--- src/sv/roq_pkg.sv ---
// ----------------------------------------------------------------------------
// roq_pkg
// Shared codes, result layout and small arithmetic helpers for the RoQ parser
// ----------------------------------------------------------------------------
`timescale 1ns / 1ps

package roq_pkg;

  localparam int MAX_DIMENSION_DEF = 1024;
  localparam logic [31:0] MAX_CHUNK_RESET = 32'd65536;

  // result kinds
  localparam logic [2:0] KIND_SAMPLE = 3'd0;
  localparam logic [2:0] KIND_HEADER = 3'd1;
  localparam logic [2:0] KIND_INFO   = 3'd2;
  localparam logic [2:0] KIND_ERROR  = 3'd3;
  localparam logic [2:0] KIND_OTHER  = 3'd4;

  // error codes
  localparam logic [2:0] ERR_NONE      = 3'd0;
  localparam logic [2:0] ERR_SIGNATURE = 3'd1;
  localparam logic [2:0] ERR_TOO_LARGE = 3'd2;
  localparam logic [2:0] ERR_ALIGN     = 3'd3;
  localparam logic [2:0] ERR_RANGE     = 3'd4;

  // chunk ids
  localparam logic [15:0] ID_SIGNATURE = 16'h1084;
  localparam logic [15:0] ID_INFO      = 16'h1001;
  localparam logic [15:0] ID_MONO      = 16'h1020;
  localparam logic [15:0] ID_STEREO    = 16'h1021;
  localparam logic [31:0] FILE_SIZE    = 32'hFFFF_FFFF;

  // result payload, lowest field last
  typedef struct packed {
    logic [4:0]  pad;
    logic [31:0] payload_size;
    logic [15:0] chunk_kind;
    logic [2:0]  error_code;
    logic [10:0] padded_height;
    logic [10:0] line_stride;
    logic [15:0] pic_height;
    logic [15:0] pic_width;
    logic [15:0] framerate;
    logic        stereo;
    logic        channel;
    logic [15:0] sample;
  } roq_result_t;

  // square-table dpcm step: low seven bits squared, sign from the top bit
  function automatic logic [15:0] sq_delta(input logic [7:0] b);
    logic [13:0] s;
    s = 14'(b[6:0]) * 14'(b[6:0]);
    return b[7] ? 16'(16'd0 - {2'b00, s}) : {2'b00, s};
  endfunction

  // smallest power of two at least v, minimum 8
  function automatic logic [16:0] pow2_at_least(input logic [15:0] v);
    logic [16:0] s;
    s = 17'd8;
    for (int k = 3; k < 16; k++) begin
      if ({1'b0, v} > (17'd1 << k)) s = 17'd1 << (k + 1);
    end
    return s;
  endfunction

endpackage

--- src/sv/roq_chunk_parser_audio_decode.sv ---
// ----------------------------------------------------------------------------
// roq_chunk_parser_audio_decode
// RoQ byte stream parser with file and chunk header checks, info chunk dimension checks and dpcm audio
// ----------------------------------------------------------------------------
// output: a result is registered and is on m_axis in the cycle after its byte's transaction
// throughput: one byte per cycle unless a result on m_axis is held back; the state update (32-bit byte
//   count increment and compare against the chunk size) is combinational
// reset: synchronous, clears the parser to the file header phase, the output
//   register to empty and max_chunk_size to 65536
`timescale 1ns / 1ps

module roq_chunk_parser_audio_decode
  import roq_pkg::*;
#(
  parameter int MAX_DIMENSION = MAX_DIMENSION_DEF
) (
  input  logic         clk,
  input  logic         rst,
  // configuration: max_chunk_size
  input  logic         cfg_we,
  input  logic [31:0]  cfg_wdata,
  // input stream
  input  logic         s_axis_tvalid,
  output logic         s_axis_tready,
  input  logic [7:0]   s_axis_tdata,   // data_byte
  input  logic         s_axis_tuser,   // stream_start
  // result stream
  output logic         m_axis_tvalid,
  input  logic         m_axis_tready,
  // sample[15:0] channel[16] stereo[17] framerate[33:18] pic_width[49:34]
  // pic_height[65:50] line_stride[76:66] padded_height[87:77]
  // error_code[90:88] chunk_kind[106:91] payload_size[138:107] zero[143:139]
  output logic [143:0] m_axis_tdata,
  output logic [2:0]   m_axis_tuser    // result_kind
);

  localparam logic [2:0] PH_FILEHDR  = 3'd0;
  localparam logic [2:0] PH_CHUNKHDR = 3'd1;
  localparam logic [2:0] PH_SKIP     = 3'd2;
  localparam logic [2:0] PH_MONO     = 3'd3;
  localparam logic [2:0] PH_STEREO   = 3'd4;
  localparam logic [2:0] PH_INFO     = 3'd5;

  localparam logic [16:0] MAX_DIM = 17'(MAX_DIMENSION);

  logic [31:0] max_chunk_size;
  logic [2:0]  parse_phase, parse_phase_next;
  logic [31:0] byte_count, byte_count_next;
  logic [63:0] header_bytes, header_bytes_next;
  logic [15:0] left_predictor, left_predictor_next;
  logic [15:0] right_predictor, right_predictor_next;
  logic        right_turn, right_turn_next;
  logic        info_seen, info_seen_next;
  logic        halted, halted_next;
  logic [15:0] width_hold, width_hold_next;

  logic        out_valid;
  logic [2:0]  out_kind;
  roq_result_t out_data;

  logic        s_fire;
  logic        res_valid;
  logic [2:0]  res_kind;
  roq_result_t res;

  // state as seen after a stream start
  logic [2:0]  st_phase;
  logic [31:0] st_count;
  logic [63:0] st_hdr;
  logic        st_halted, st_info, st_turn;

  logic [31:0] count_inc;
  logic [63:0] hdr_new;
  logic [15:0] hid, harg;
  logic [31:0] hsize;
  logic [15:0] delta;
  logic        fin;
  logic [15:0] fin_w, fin_h;
  logic [16:0] stride_full, texh_full;

  assign s_fire        = s_axis_tvalid && s_axis_tready;
  assign s_axis_tready = !out_valid || m_axis_tready;
  assign m_axis_tvalid = out_valid;
  assign m_axis_tdata  = out_data;
  assign m_axis_tuser  = out_kind;

  always_comb begin
    st_phase  = s_axis_tuser ? PH_FILEHDR : parse_phase;
    st_count  = s_axis_tuser ? 32'd0 : byte_count;
    st_hdr    = s_axis_tuser ? 64'd0 : header_bytes;
    st_halted = s_axis_tuser ? 1'b0 : halted;
    st_info   = s_axis_tuser ? 1'b0 : info_seen;
    st_turn   = s_axis_tuser ? 1'b0 : right_turn;

    count_inc = st_count + 32'd1;
    hdr_new   = st_hdr | (64'(s_axis_tdata) << {st_count[2:0], 3'b000});
    hid       = hdr_new[15:0];
    hsize     = hdr_new[47:16];
    harg      = hdr_new[63:48];
    delta     = sq_delta(s_axis_tdata);

    parse_phase_next     = st_phase;
    byte_count_next      = st_count;
    header_bytes_next    = st_hdr;
    left_predictor_next  = left_predictor;
    right_predictor_next = right_predictor;
    right_turn_next      = st_turn;
    info_seen_next       = st_info;
    halted_next          = st_halted;
    width_hold_next      = width_hold;

    res_valid = 1'b0;
    res_kind  = KIND_SAMPLE;
    res       = '0;
    fin       = 1'b0;
    fin_w     = '0;
    fin_h     = '0;

    if (!st_halted) begin
      unique case (st_phase) inside
        PH_FILEHDR, PH_CHUNKHDR: begin
          header_bytes_next = hdr_new;
          byte_count_next   = count_inc;
          if (st_count[2:0] == 3'd7) begin
            byte_count_next = '0;
            if (st_phase == PH_FILEHDR) begin
              res_valid = 1'b1;
              if (hid != ID_SIGNATURE || hsize != FILE_SIZE) begin
                halted_next    = 1'b1;
                res_kind       = KIND_ERROR;
                res.error_code = ERR_SIGNATURE;
              end else begin
                parse_phase_next  = PH_CHUNKHDR;
                header_bytes_next = '0;
                res_kind          = KIND_HEADER;
                res.framerate     = harg;
              end
            end else if (hsize > max_chunk_size) begin
              halted_next    = 1'b1;
              res_valid      = 1'b1;
              res_kind       = KIND_ERROR;
              res.error_code = ERR_TOO_LARGE;
            end else if (hid == ID_MONO) begin
              left_predictor_next = harg;
              parse_phase_next    = PH_MONO;
              if (hsize == 32'd0) begin
                parse_phase_next  = PH_CHUNKHDR;
                header_bytes_next = '0;
              end
            end else if (hid == ID_STEREO) begin
              left_predictor_next  = {harg[15:8], 8'h00};
              right_predictor_next = {harg[7:0], 8'h00};
              right_turn_next      = 1'b0;
              parse_phase_next     = PH_STEREO;
              if (hsize == 32'd0) begin
                parse_phase_next  = PH_CHUNKHDR;
                header_bytes_next = '0;
              end
            end else if (hid == ID_INFO && !st_info) begin
              width_hold_next   = '0;
              header_bytes_next = {16'h0000, hdr_new[47:0]};
              parse_phase_next  = PH_INFO;
              // empty info chunk finishes with zero dimensions
              fin = (hsize == 32'd0);
            end else begin
              parse_phase_next = PH_SKIP;
              if (hsize == 32'd0) begin
                parse_phase_next  = PH_CHUNKHDR;
                header_bytes_next = '0;
              end
              res_valid        = 1'b1;
              res_kind         = KIND_OTHER;
              res.chunk_kind   = hid;
              res.payload_size = hsize;
            end
          end
        end
        PH_SKIP: begin
          byte_count_next = count_inc;
          if (count_inc == st_hdr[47:16]) begin
            parse_phase_next  = PH_CHUNKHDR;
            byte_count_next   = '0;
            header_bytes_next = '0;
          end
        end
        PH_MONO, PH_STEREO: begin
          res_valid       = 1'b1;
          res_kind        = KIND_SAMPLE;
          res.stereo      = (st_phase == PH_STEREO);
          byte_count_next = count_inc;
          if (st_phase == PH_STEREO && st_turn) begin
            right_turn_next      = 1'b0;
            right_predictor_next = right_predictor + delta;
            res.sample           = right_predictor + delta;
            res.channel          = 1'b1;
          end else begin
            right_turn_next     = (st_phase == PH_STEREO);
            left_predictor_next = left_predictor + delta;
            res.sample          = left_predictor + delta;
          end
          if (count_inc == st_hdr[47:16]) begin
            parse_phase_next  = PH_CHUNKHDR;
            byte_count_next   = '0;
            header_bytes_next = '0;
          end
        end
        PH_INFO: begin
          // width in the hold register, height in the top of the header
          if (st_count == 32'd0) width_hold_next = width_hold | {8'h00, s_axis_tdata};
          else if (st_count == 32'd1) width_hold_next = width_hold | {s_axis_tdata, 8'h00};
          else if (st_count == 32'd2)
            header_bytes_next = st_hdr | {8'h00, s_axis_tdata, 48'd0};
          else if (st_count == 32'd3)
            header_bytes_next = st_hdr | {s_axis_tdata, 56'd0};
          byte_count_next = count_inc;
          fin = (count_inc == st_hdr[47:16]);
        end
        default: begin
          parse_phase_next  = PH_CHUNKHDR;
          byte_count_next   = '0;
          header_bytes_next = '0;
        end
      endcase
    end

    fin_w       = width_hold_next;
    fin_h       = header_bytes_next[63:48];
    stride_full = pow2_at_least(fin_w);
    texh_full   = pow2_at_least(fin_h);

    if (fin) begin
      parse_phase_next  = PH_CHUNKHDR;
      byte_count_next   = '0;
      header_bytes_next = '0;
      res_valid         = 1'b1;
      if (fin_w[3:0] != 4'd0 || fin_h[3:0] != 4'd0) begin
        halted_next    = 1'b1;
        res_kind       = KIND_ERROR;
        res.error_code = ERR_ALIGN;
      end else if (fin_w < 16'd8 || {1'b0, fin_w} > MAX_DIM ||
                   fin_h < 16'd8 || {1'b0, fin_h} > MAX_DIM) begin
        halted_next    = 1'b1;
        res_kind       = KIND_ERROR;
        res.error_code = ERR_RANGE;
      end else begin
        info_seen_next    = 1'b1;
        res_kind          = KIND_INFO;
        res.pic_width     = fin_w;
        res.pic_height    = fin_h;
        res.line_stride   = stride_full[10:0];
        res.padded_height = texh_full[10:0];
      end
    end
  end

  always_ff @(posedge clk) begin
    if (rst) begin
      max_chunk_size  <= MAX_CHUNK_RESET;
      parse_phase     <= PH_FILEHDR;
      byte_count      <= '0;
      header_bytes    <= '0;
      left_predictor  <= '0;
      right_predictor <= '0;
      right_turn      <= 1'b0;
      info_seen       <= 1'b0;
      halted          <= 1'b0;
      width_hold      <= '0;
      out_valid       <= 1'b0;
    end else begin
      if (cfg_we) max_chunk_size <= cfg_wdata;
      if (s_fire) begin
        parse_phase     <= parse_phase_next;
        byte_count      <= byte_count_next;
        header_bytes    <= header_bytes_next;
        left_predictor  <= left_predictor_next;
        right_predictor <= right_predictor_next;
        right_turn      <= right_turn_next;
        info_seen       <= info_seen_next;
        halted          <= halted_next;
        width_hold      <= width_hold_next;
        out_valid       <= res_valid;
      end else if (m_axis_tready) begin
        out_valid <= 1'b0;
      end
    end
  end

  always_ff @(posedge clk) begin
    if (s_fire) begin
      out_kind <= res_kind;
      out_data <= res;
    end
  end

  // a halted parser produces nothing until a stream start
  a_halted_quiet: assert property (@(posedge clk) disable iff (rst)
    s_fire && halted && !s_axis_tuser |=> !m_axis_tvalid)
    else $error("result produced while halted");

  // an error result on the output implies the parser is halted
  a_error_halts: assert property (@(posedge clk) disable iff (rst)
    m_axis_tvalid && m_axis_tuser == KIND_ERROR |-> halted)
    else $error("error result without halt");

  // mono samples always carry the left channel
  a_mono_left: assert property (@(posedge clk) disable iff (rst)
    m_axis_tvalid && m_axis_tuser == KIND_SAMPLE && !out_data.stereo |-> !out_data.channel)
    else $error("mono sample on right channel");

endmodule
--- config.mk ---
export PLATFORM = sky130hd
export DESIGN_NAME = roq_chunk_parser_audio_decode
export DESIGN_NICKNAME = d
export VERILOG_FILES = /design/src/sv/roq_pkg.sv /design/src/sv/roq_chunk_parser_audio_decode.sv
export SDC_FILE = /design/constraint.sdc
export NUM_CORES = 1
export LEC_CHECK = 0
export BUFFER_PORTS_ARGS = -buffer_cell sky130_fd_sc_hd__buf_2
export CAP_MARGIN = 20
export CORE_UTILIZATION = 30
export CTS_CLUSTER_DIAMETER = 80
export DETAILED_ROUTE_END_ITERATION = 7
export PLACE_DENSITY = 0.57
export SYNTH_ARGS = -nofsm -noshare
export SYNTH_HDL_FRONTEND = slang
export SYNTH_SLANG_ARGS = --single-unit
--- constraint.sdc ---
create_clock -name clk -period 8.8 [get_ports clk]
set_clock_uncertainty 0.05 [all_clocks]
set_input_delay 1.76 -clock clk [delete_from_list [all_inputs] [get_ports clk]]
set_output_delay 1.76 -clock clk [all_outputs]
set_load 0.01 [all_outputs]
==> impl_metrics.csv <==
group,metric,value,unit
outcome,status,"finished, violations left",
outcome,failed_checks,"design-rule violations",
synthesis,ys_ff_latch,319,
placement,place_congestion,0.9161,
synthesis,netlist_instances,2397,
setup_path,reg2reg_from,"byte_count[2]$_SDFFE_PP0P_",
cts,path_clk_slew,0.07,ns
setup_path,critPathLaunch,"s_axis_tdata[1]",
pwr,power.leakage,9.262,nW
setup_path,reg2reg_to,"m_axis_tdata[83]$_SDFFCE_PP0P_",
setup_path,cp-endpoint,"m_axis_tdata[15]$_SDFFCE_PP0P_",
setup_path,worst-setup-path-type,"in2reg",
synthesis,synth_top_area_cell,"edfxtp_1",
setup_path,crit_buf_inv,6,
cts,clockRootBuffer,"clkbuf_16",
cts,cts_buffers,40,
setup_path,rrSetupSlack,1.62,ns
sta,hold_viol,0,
min_path,min-delay-path-class,"reg2reg",
die,die_x,261.4,um
cts,clockBufferDepth,3,
drt,totalWireLength,72690,um
cts,htreeDepth,2,
global_routing,grt_usage,20.83,%
setup_path,critPathLaunchType,"input port",
synthesis,yosysWarnings,0,
sta,fmax,127.4,MHz
placement,placed_cell_area,21990,um^2
global_routing,use_met2,33.15,%
die,num_rows,94,
synthesis,synth_flop_cell,"dfxtp_1",
cts,clk_latency,0.57,ns
setup_path,rr_worst_depth,20,
setup_path,crit_path_max_incr_delay,0.55,ns
sta,setup_ws,0.9513,ns
drt,firstDrtPassIters,7,
synthesis,synth_top_area_share,20.24,%
min_path,hold_start,"header_bytes[2]$_SDFFE_PP0P_",
sta,drv_slew,0,
setup_path,cp.depth,28,
synthesis,synthTopCellsByArea,"edfxtp_1 (20%), dfxtp_1 (18%), nor2_1 (7.2%)",
drt,ant_nets,0,
sta,rsz0062_at_grt,"no",
sta,worst_slew_pin_slew,1.096,ns
synthesis,yosys-top-cells-count,"nor2_1 (386), dfxtp_1 (183), nand2_1 (182)",
placement,dp_cells,3350,
placement,pre_cts_ws,0.3493,ns
synthesis,synth.avg_cell_area,8.420,um^2
sta,setup_viol,0,
drt,via_per_inst,5.526,
setup_path,worstPathMaxFanout,5,
synthesis,syn-cell-area,20180,um^2
synthesis,synth-seq-area-share,38.39,%
cts,cts_tree,"yes",
global_routing,overflow,0,
synthesis,synth_cell_types,87,
setup_path,critPathArrivalTime,8.08,ns
finish,fin_nets,2682,
global_routing,grt_max_degree,97,
drt,wl_per_cell,21.23,um
pwr,ir_drop,0.0001339,V
synthesis,synth_most_common_cell,"nor2_1",
sta,timing.final.crit_period,7.849,ns
die,dieHeight,261.4,um
drt,dr_total_vias,18921,
finish,area_growth,15.72,%
drt,drc,4,
placement,portBuffers,183,
finish,nFillCells,6817,
setup_path,slowest_stage,"fa_1",
cts,cts_setup_buffers,0,
cts,ctsHoldBuffers,0,
finish,utilization,35.27,%
setup_path,crit_family,"adder cells",
global_routing,grt_pass1_vias,18143,
cts,post_cts_resized,0,
global_routing,antenna_found_initial,3,
global_routing,use_met3,3.310,%
finish,final_cell_area,23350,um^2
die,start_util,30.48,%
setup_path,crit_top_cell,"inv_1",
global_routing,top_usage_layer,"met2",
pwr,power.density,175.1,nW/um^2
placement,dp_hpwl,52200,um
die,die_area,68310,um^2
drt,dr.first_iter.drc_count,1623,
setup_path,critical_path_required,9.04,ns
die,coreArea,66220,um^2
global_routing,grt_use_met1,28.77,%
global_routing,grt_first_pass_wirelength,110400,um
synthesis,async_flop_share,0,%
setup_path,crit_path_end_kind,"flop",
cts,clock_sinks,319,
die,ios,195,
sta,setup_tns,0,ns
synthesis,synth-edff-count,136,
sta,slew_headroom,26.34,%
finish,final_cells,3424,
job,drv_cap,0,
finish,final_layout_size_suffix_gt1_share,13.33,%
sta,finalCritPeriodShare,89.19,%
[worst min-delay path by stage]
stage / depth (start not counted) / slack, ns / end
floorplan: 2 / 0.38 / header_bytes[56]$_SDFFE_PP0P_
global placement: 2 / 0.39 / header_bytes[7]$_SDFFE_PP0P_
detailed placement: 2 / 0.39 / header_bytes[2]$_SDFFE_PP0P_
CTS: 2 / 0.40 / header_bytes[7]$_SDFFE_PP0P_
global route: 2 / 0.42 / header_bytes[5]$_SDFFE_PP0P_
finish: 2 / 0.40 / header_bytes[2]$_SDFFE_PP0P_
[tightest hold or removal path, delay by kind of cell, from the launching register on]
family	cells	cell delay, ns
compound gates	1	0.05
flops	1	0.31
simple gates	1	0.05
[sequential cells by signal, indices dropped and copies added, names as in the netlist]
name / count
halted: 1
left_predictor: 16
parse_phase: 3
info_seen: 1
max_chunk_size: 32
right_predictor: 16
byte_count: 32
m_axis_tvalid: 1
m_axis_tuser: 3
width_hold: 16
right_turn: 1
m_axis_tdata: 133
header_bytes: 64
[layer usage]
metal / wire length [um] / part of all wire (%) / up-vias
met1: 32710 / 45 / 9218
li1: - / - / 8882
met3: 4987 / 6.9 / 102
met2: 33100 / 46 / 715
met5: 29 / 0.040 / -
met4: 1854 / 2.6 / 4
[where the power goes]
part / internal (mW) / switching, mW / leakage [nW]
combinational: 0.295 / 0.490 / 5.74
clock: 1.00 / 0.705 / 0.648
sequential: 1.58 / 0.0164 / 2.87
[layout make-up]
class	count	area, um^2	share of cell area, %
multi-input combinational	1827	11440	48.97
sequential	319	7747	33.17
timing repair buffer	233	1341	5.743
clock buffer	49	1087	4.656
tap	864	1081	4.629
inverter	108	410.4	1.757
clock inverter	23	246.5	1.055
antenna	1	2.502	0.01072
[cells by family (layout without fill, tap and decap cells)]
logic type                 Yosys count  in the layout  synth area share (%)
DFF                                319            319                 38.39
muxes                               45             45                 2.263
AOI/OAI and AO/OA                  558            558                 18.03
other                                1             32               0.01858
buffers and inverters              281            413                 5.629
adders and majority gates          107            107                 7.266
xor gates and xnor gates            88             88                 3.819
and+or+nand+nor                    998            998                 24.58
[stage by stage]
stage | power [mW] | hold slack [ns]
6_report | 4.089 | 0.4018
5_1_grt | 4.270 | 0.4231
4_1_cts | 4.123 | 0.4037
3_5_place_dp | 2.404 | 0.3949
3_3_place_gp | 2.393 | 0.3854
2_1_floorplan | 2.206 | 0.3774
[cell usage in the layout, fill, tap and decap left out, drive strengths merged, types with 38 or more instances in the layout]
master,n
dfxtp,183
inv,112
nor3,91
a22oi,79
buf,233
a21oi,161
edfxtp,136
nand3,57
mux2i,40
nor4,38
o21ai,104
clkbuf,49
xnor2,56
nor2,388
ha,90
nand2,183
Note: power is estimated with default switching activity, not from simulation.
